<file path="config.mk">
export PLATFORM = sky130hd
export DESIGN_NAME = tfsa_ctrl
export DESIGN_NICKNAME = d
export VERILOG_FILES = /design/src/rtl/tfsa_pkg.sv /design/src/rtl/tfsa_ctrl.sv
export SDC_FILE = /design/constraint.sdc
export NUM_CORES = 1
export LEC_CHECK = 0
export ABC_AREA = 1
export BUFFER_PORTS_ARGS = -buffer_cell sky130_fd_sc_hd__clkbuf_2
export CORE_MARGIN = 3
export CORE_UTILIZATION = 63
export CTS_CLUSTER_DIAMETER = 150
export DETAILED_ROUTE_END_ITERATION = 12
export PLACE_DENSITY_LB_ADDON = 0.08
export RECOVER_POWER = 25
export SYNTH_ARGS = -nofsm -noshare
export SYNTH_HDL_FRONTEND = slang
export SYNTH_SLANG_ARGS = --single-unit
export TNS_END_PERCENT = 1
</file>
<file path="constraint.sdc">
create_clock -name clk -period 3.91 [get_ports clk]
set_clock_uncertainty 0.1 [all_clocks]
set_input_delay 0.9775 -clock clk [delete_from_list [all_inputs] [get_ports clk]]
set_output_delay 0.9775 -clock clk [all_outputs]
set_load 0.1 [all_outputs]
</file>
<file path="src/rtl/tfsa_pkg.sv">
// ----------------------------------------------------------------------------
// tfsa_pkg
// types, codes and helpers shared by the force accumulator modules
// ----------------------------------------------------------------------------
`default_nettype none

package tfsa_pkg;

  localparam int IN_DATA_W  = 400;
  localparam int OUT_DATA_W = 144;

  localparam logic [2:0] FN_TWRITE    = 3'd0;
  localparam logic [2:0] FN_PART      = 3'd1;
  localparam logic [2:0] FN_PART_EMIT = 3'd2;
  localparam logic [2:0] FN_NODE      = 3'd3;
  localparam logic [2:0] FN_NODE_EMIT = 3'd4;

  localparam logic REG_BIN_WIDTH     = 1'b0;
  localparam logic REG_INV_BIN_WIDTH = 1'b1;

  localparam logic [24:0] BIN_WIDTH_RST     = 25'd24576;
  localparam logic [31:0] INV_BIN_WIDTH_RST = 32'd44739242;

  localparam logic [63:0] PROD_LIM = 64'h00FF_FFFF_FFFF_FFFF;

  typedef enum logic [2:0] {SH_RAW, SH_12, SH_16, SH_20, SH_24} sh_t;

  typedef enum logic [5:0] {
    OP_SQX, OP_SQY, OP_SQZ, OP_SQRT, OP_BIN, OP_BW,
    OP_RD0, OP_F0, OP_RD1, OP_F1, OP_RD2, OP_F2, OP_S,
    OP_Q11, OP_Q12, OP_Q13, OP_Q21, OP_Q22, OP_Q23, OP_Q31, OP_Q32, OP_Q33,
    OP_QQ1, OP_QQ2, OP_QQ3, OP_T1, OP_T2, OP_T3,
    OP_DX, OP_EX, OP_DY, OP_EY, OP_DZ, OP_EZ, OP_END
  } op_t;

  typedef enum logic [2:0] {S_IDLE, S_RUN, S_MUL, S_SQRT, S_ACC} state_t;

  typedef struct packed {
    op_t  op;
    logic load;
    logic twrite;
    logic mul_start;
    logic sqrt_init;
    logic sqrt_step;
    logic rd_en;
    logic acc_en;
    logic emit;
  } cmd_t;

  typedef struct packed {
    logic mul_done;
    logic out_busy;
  } sts_t;

  // step list: shared head, then particle or node tail
  function automatic op_t prog_op(input logic node, input logic [5:0] pc);
    op_t op;
    op = OP_END;
    case (pc)
      6'd0: op = OP_SQX;
      6'd1: op = OP_SQY;
      6'd2: op = OP_SQZ;
      6'd3: op = OP_SQRT;
      6'd4: op = OP_BIN;
      6'd5: op = OP_BW;
      6'd6: op = OP_RD0;
      6'd7: op = OP_F0;
      6'd8: op = node ? OP_RD1 : OP_S;
      6'd9: op = node ? OP_F1 : OP_DX;
      6'd10: op = node ? OP_RD2 : OP_DY;
      6'd11: op = node ? OP_F2 : OP_DZ;
      6'd12: op = node ? OP_Q11 : OP_END;
      6'd13: op = OP_Q12;
      6'd14: op = OP_Q13;
      6'd15: op = OP_Q21;
      6'd16: op = OP_Q22;
      6'd17: op = OP_Q23;
      6'd18: op = OP_Q31;
      6'd19: op = OP_Q32;
      6'd20: op = OP_Q33;
      6'd21: op = OP_QQ1;
      6'd22: op = OP_QQ2;
      6'd23: op = OP_QQ3;
      6'd24: op = OP_T1;
      6'd25: op = OP_T2;
      6'd26: op = OP_T3;
      6'd27: op = OP_DX;
      6'd28: op = OP_EX;
      6'd29: op = OP_DY;
      6'd30: op = OP_EY;
      6'd31: op = OP_DZ;
      6'd32: op = OP_EZ;
      default: op = OP_END;
    endcase
    return op;
  endfunction

  function automatic logic [31:0] sat32(input logic signed [63:0] v);
    logic [31:0] r;
    if (v > 64'sd2147483647) r = 32'h7FFF_FFFF;
    else if (v < -64'sd2147483648) r = 32'h8000_0000;
    else r = v[31:0];
    return r;
  endfunction

  function automatic logic [47:0] sat48(input logic signed [64:0] v);
    logic [47:0] r;
    if (v > 65'sh0_7FFF_FFFF_FFFF) r = 48'h7FFF_FFFF_FFFF;
    else if (v < -65'sh0_8000_0000_0000) r = 48'h8000_0000_0000;
    else r = v[47:0];
    return r;
  endfunction

endpackage

`default_nettype wire

</file>
<file path="src/rtl/tfsa_ctrl.sv">
// ----------------------------------------------------------------------------
// tfsa_ctrl
// controller: accepts items and steps the datapath through its step list
// ----------------------------------------------------------------------------
`default_nettype none

module tfsa_ctrl
  import tfsa_pkg::*;
(
  input  wire logic       clk,
  input  wire logic       rst_n,
  input  wire logic       in_tvalid,
  input  wire logic [2:0] in_func,
  output logic            in_tready,
  input  wire sts_t       sts,
  output cmd_t            cmd
);

  state_t     state_r, state_nxt;
  logic [5:0] pc_r, pc_nxt;
  logic [4:0] cnt_r, cnt_nxt;
  logic       node_r, node_nxt, emit_r, emit_nxt;
  op_t        op;
  logic       compute, is_rd, is_mul;

  assign op      = prog_op(node_r, pc_r);
  assign compute = in_func inside {[FN_PART:FN_NODE_EMIT]};
  assign is_rd   = op inside {OP_RD0, OP_RD1, OP_RD2};
  assign is_mul  = !(op inside {OP_SQRT, OP_RD0, OP_RD1, OP_RD2, OP_END});

  // next state
  always_comb begin
    state_nxt = state_r;
    pc_nxt    = pc_r;
    cnt_nxt   = cnt_r;
    node_nxt  = node_r;
    emit_nxt  = emit_r;
    case (state_r)
      S_IDLE: begin
        if (in_tvalid && compute) begin
          state_nxt = S_RUN;
          pc_nxt    = '0;
          node_nxt  = in_func inside {FN_NODE, FN_NODE_EMIT};
          emit_nxt  = in_func inside {FN_PART_EMIT, FN_NODE_EMIT};
        end
      end
      S_RUN: begin
        if (op == OP_END) begin
          state_nxt = S_ACC;
        end else if (op == OP_SQRT) begin
          state_nxt = S_SQRT;
          cnt_nxt   = '0;
        end else if (is_rd) begin
          pc_nxt = pc_r + 6'd1;
        end else begin
          state_nxt = S_MUL;
        end
      end
      S_MUL: begin
        if (sts.mul_done) begin
          state_nxt = S_RUN;
          pc_nxt    = pc_r + 6'd1;
        end
      end
      S_SQRT: begin
        cnt_nxt = cnt_r + 5'd1;
        if (cnt_r == 5'd31) begin
          state_nxt = S_RUN;
          pc_nxt    = pc_r + 6'd1;
        end
      end
      S_ACC: begin
        if (!(emit_r && sts.out_busy)) state_nxt = S_IDLE;
      end
      default: state_nxt = S_IDLE;
    endcase
  end

  always_ff @(posedge clk) begin
    if (!rst_n) begin
      state_r <= S_IDLE;
      pc_r    <= '0;
      cnt_r   <= '0;
      node_r  <= 1'b0;
      emit_r  <= 1'b0;
    end else begin
      state_r <= state_nxt;
      pc_r    <= pc_nxt;
      cnt_r   <= cnt_nxt;
      node_r  <= node_nxt;
      emit_r  <= emit_nxt;
    end
  end

  // outputs
  always_comb begin
    in_tready     = (state_r == S_IDLE);
    cmd.op        = op;
    cmd.load      = (state_r == S_IDLE) && in_tvalid && compute;
    cmd.twrite    = (state_r == S_IDLE) && in_tvalid && (in_func == FN_TWRITE);
    cmd.mul_start = (state_r == S_RUN) && is_mul;
    cmd.sqrt_init = (state_r == S_RUN) && (op == OP_SQRT);
    cmd.sqrt_step = (state_r == S_SQRT);
    cmd.rd_en     = (state_r == S_RUN) && is_rd;
    cmd.acc_en    = (state_r == S_ACC) && !(emit_r && sts.out_busy);
    cmd.emit      = emit_r;
  end

endmodule

`default_nettype wire

</file>
=== Word level (Yosys, flattened, before mapping) ===
Index checks and enable logic that the tools add are counted.

* Reduce and logical (&&, ||, !) cells: 25
* Equal/unequal tests: 54
* $lt $le $gt $ge: 2
* Mux-type cells: 24
* Add/subtract/negate cells: 2

{| class="wikitable"
|+ Operator list
! kind !! count
|-
| $pmux W6 S33 || 1
|-
| $eq A6 B5 Y1 const B || 16
|-
| $eq A6 B4 Y1 const B || 10
|-
| $mux W6 || 8
|-
| $eq A6 B3 Y1 const B || 5
|-
| $mux W3 || 8
|-
| $pmux W6 S4 || 1
|-
| $mux W5 || 4
|-
| $eq A6 B2 Y1 const B || 3
|-
| $pmux W3 S5 || 1
|-
| $eq A3 B2 Y1 const B || 4
|-
| $eq A6 B6 Y1 const B || 2
|-
| $ne A2 B2 Y1 const B || 6
|-
| $logic_and A1 B1 Y1 || 10
|-
| $pmux W5 S2 || 1
|-
| $reduce_and A7 Y1 || 1
|-
| $add A6 B1 Y6 const B || 1
|-
| $eq A3 B3 Y1 const B || 2
|-
| $eq A6 B1 Y1 const B || 1
|-
| $logic_not A3 Y1 || 2
|-
| $logic_not A6 Y1 || 1
|-
| $reduce_bool A2 Y1 || 3
|-
| $add A5 B1 Y5 const B || 1
|-
| $eq A5 B5 Y1 const B || 1
|-
| other kinds (12) || 14
|}

* Word-level logic and storage cells: 112
* Register bits: 16
* Input port bits: 8

=== Logic depth before layout (Yosys ltp) ===
* Depth after elaboration: 8
* Gate-level depth with buffers: 19
* Gate-level depth less buffers: 18

=== Worst setup path after synthesis ===
OpenSTA, ideal clock, no wires.

* Path kind: register to output
* Start point: register pc_r[0]
* End point: output cmd[5] (netlist bit)
* Slack: -162 ps
* Stages on the path, launching flop included: 13
* Arrival: 2,994 ps
* Cell sequence: dfxtp_1 -> inv_1 -> ha_1 -> inv_2 -> nand2_1 -> nand3_1 -> inv_1 -> nor2_1 -> nand3_2 -> o21ai_0 -> nor2_1 -> nand2_1 -> and3b_1

{| class="wikitable"
|+ RTL lines
! element !! line !! RTL
|-
| start, declared || tfsa_ctrl.sv:20 || <nowiki>logic [5:0] pc_r, pc_nxt;</nowiki>
|-
| start signal, assigned || tfsa_ctrl.sv:88 || <nowiki>pc_r <= pc_nxt;</nowiki>
|-
| end, declared || tfsa_ctrl.sv:16 || <nowiki>output cmd_t cmd</nowiki>
|}

==> run_results.csv <==
group,metric,value,unit
grt,grt_antenna_before_repair,0,
grt,first_global_vias,1715,
clock_tree,hold_buffers,0,
setup_path,cpPeakStageDelay,0.39,ns
cells_and_area,n_antenna_cell,0,
synthesis,synth_area,1750,um2
detailed_routing,drcViolationCount,0,
clock_tree,clk_latency,0.29,ns
clock_tree,cts_setup_buffers,0,
clock_tree,cts_tree,"yes",
synthesis,syn_nets,307,
detailed_routing,dr.pass1.iters,5,
cells_and_area,multi_input_area,1230,um2
detailed_routing,vias,1923,
placed_design,postPlaceCellArea,1840,um2
synthesis,netlist_instances,292,
setup_path,critPathTopFamily,"simple AND/OR/NAND/NOR gates",
detailed_routing,drtIter0Drc,136,
sta,finalCritPeriodShare,94.3,%
setup_path,critical_path.startpoint_type,"flip-flop",
worst_hold_path,hold_class,"reg -> reg",
cells_and_area,finalInstanceArea,1880,um2
cells_and_area,final_layout_size_suffix_gt1_share,21.3,%
sta,hold_slack,0.401,ns
synthesis,yosysWarnings,0,
clock_tree,clock_sinks,16,
floorplan,initial_utilization,68.6,%
synthesis,ys_seq_area_share,18.4,%
floorplan,num_rows,18,
job,drv_cap,0,
sta,fmax,271,MHz
setup_path,critPathKind,"reg -> out",
clock_tree,post_cts_resized,1,
grt,grt_pass1_wl,6930,um
detailed_routing,final_antenna_net_count,0,
outcome,status,"finished clean",
placed_design,portBuffers,22,
floorplan,chipWidth,58.6,um
setup_path,crit_fanout,6,
setup_path,path_cells,"inv_1 > ha_1 > nand3_1 > nand2_1 > nand2_1 > nand2_1 > nor2_1 > nand3_1 > nor2_1 > nand2_2 > nor2_4 > nand2_4 > inv_1 > clkbuf_4",
detailed_routing,wirelength,4220,um
placed_design,finalWeightedCongestion,0.979,
cells_and_area,fin_util,74.0,%
cells_and_area,area_delta_synth_final,7.89,%
grt,overflow,0,
setup_path,cp.buffers_inverters,3,
setup_path,critPathArrivalTime,2.61,ns
floorplan,die_h,58.6,um
synthesis,synth.top_cell.area_share,18.4,%
floorplan,die-area,3440,um2
detailed_routing,vias_per_cell,5.66,
sta,setup_tns,0,ns
grt,grt_util_all_layers,25.2,%
sta,slew_violations,0,
sta,period_minus_slack,3.69,ns
setup_path,end_kind,"primary output",
clock_tree,htreeDepth,1,
cells_and_area,fill_cells,227,
cells_and_area,layout.nets,326,
setup_path,worstPathRequired,2.83,ns
sta,setup_viol,0,
clock_tree,cts-root-buf,"clkbuf_4",
grt,grt_max_degree,16,
synthesis,ys_types,31,
synthesis,ys_ff_latch,16,
sta,slew_headroom,23.3,%
detailed_routing,avgRoutedWirePerCell,12.4,um
setup_path,crit_slowest_cell,"dfxtp_1",
sta,tightest_slew,1.16,ns
sta,hold_viol_final,0,
placed_design,hpwl,3290,um
cells_and_area,regArea,320,um2
setup_path,cpMostUsedCell,"nand2_1",
synthesis,netlist_top_cells_area,"dfxtp_1 (18%), nand2_1 (14%), nand3_1 (10%), nor2_1 (9.5%), inv_1 (6.5%)",
floorplan,coreArea,2540,um2
floorplan,num_io_pins,23,
synthesis,synth_top_area_cell,"dfxtp_1",
clock_tree,cts_inserted_buffers,3,
clock_tree,cts_buffer_depth,2,
setup_path,r2r_setup_slack,1.11,ns
synthesis,synth_area_per_cell,5.98,um2
clock_tree,path_clk_slew,0.10,ns
[metrics by stage]
stage | setup WS, ns | std cells
2_1_floorplan | -0.0544 | 292
3_3_place_gp | 0.344 | 336
3_5_place_dp | 0.320 | 336
4_1_cts | 0.0539 | 340
5_1_grt | -0.0248 | 340
6_report | 0.223 | 340
[metal layers]
metal	routed length, um	GRT usage (%)	share of wire (%)	vias up
li1	-	-	-	984
met4	60	8.74	1.4	0
met3	302	3.07	7.2	8
met1	1910	33.1	45	831
met2	1950	42.4	46	100
met5	0	0	0	-
[cells in the final DEF (no fill, tap or decap), types with 5 or more instances in the layout]
master     n
nand2_2    7
nand3_1   36
nor2_1    44
inv_1     30
dfxtp_1   16
o21ai_0   10
nor2_2     9
nor3_1     6
nand2_1   65
inv_2      5
nand3_2    9
ha_1       5
a21oi_1   16
clkbuf_2  17
[kinds of logic after synthesis]
kind of cell             Yosys count  synth area share (%)
adder cells (fa/ha/maj)            7                  5.02
buffers and inverters             43                  11.0
XOR/XNOR                           1                 0.502
AO/OA/AOI/OAI                     38                  12.3
flip-flops                        16                  18.4
AND/OR/NAND/NOR                  187                  52.9
[state kept, by name, summed over array words and instances, names as in the netlist]
signal / cells
cnt_r: 5
state_r: 3
pc_r: 6
node_r: 1
emit_r: 1
[worst paths after layout]
path | startpoint | depth (start not counted) | end
max reg2reg | pc_r[0]$_SDFFE_PN0P_ | 18 | pc_r[0]$_SDFFE_PN0P_
min | cnt_r[4]$_SDFFE_PN0P_ | 2 | cnt_r[4]$_SDFFE_PN0P_
max | pc_r[0]$_SDFFE_PN0P_ | 14 | cmd[4]
min reg2reg | cnt_r[4]$_SDFFE_PN0P_ | 2 | cnt_r[4]$_SDFFE_PN0P_
[synth_stat cells, drive strengths merged]
cell / n
ha: 7
and3b: 1
inv: 35
nand4: 2
nand2: 73
o21ai: 13
dfxtp: 16
nor3: 7
a31oi: 2
o211ai: 3
nor2: 57
xor2: 1
o21a: 2
a21oi: 17
nand3: 45
buf: 8
o22ai: 1
nand3b: 2
[worst reg2reg max path, stage by stage (launching register included)]
cell and delay, ns:
dfxtp_1 0.39, inv_1 0.12, ha_2 0.24, inv_2 0.08, nand2_2 0.11, nand3_1 0.12, inv_1 0.09, a21oi_1 0.17
nand2_1 0.09, nor2_2 0.13, nor2_1 0.07, nand2_2 0.08, nor2_4 0.05, nand2_4 0.08, nand2_2 0.06, nor2_2 0.44
nand3_1 0.15, nand2_1 0.09, nor2_1 0.04
[layout make-up]
class	count	area share, %
Clock buffer	4	1.93
Sequential cell	16	17.0
Tap cell	30	1.99
Inverter	35	6.98
Multi-Input combinational cell	233	65.6
Timing Repair Buffer	22	6.51
Power is not shown: default switching activity piles up to over one toggle a cycle in this logic, so the estimate is an artifact.
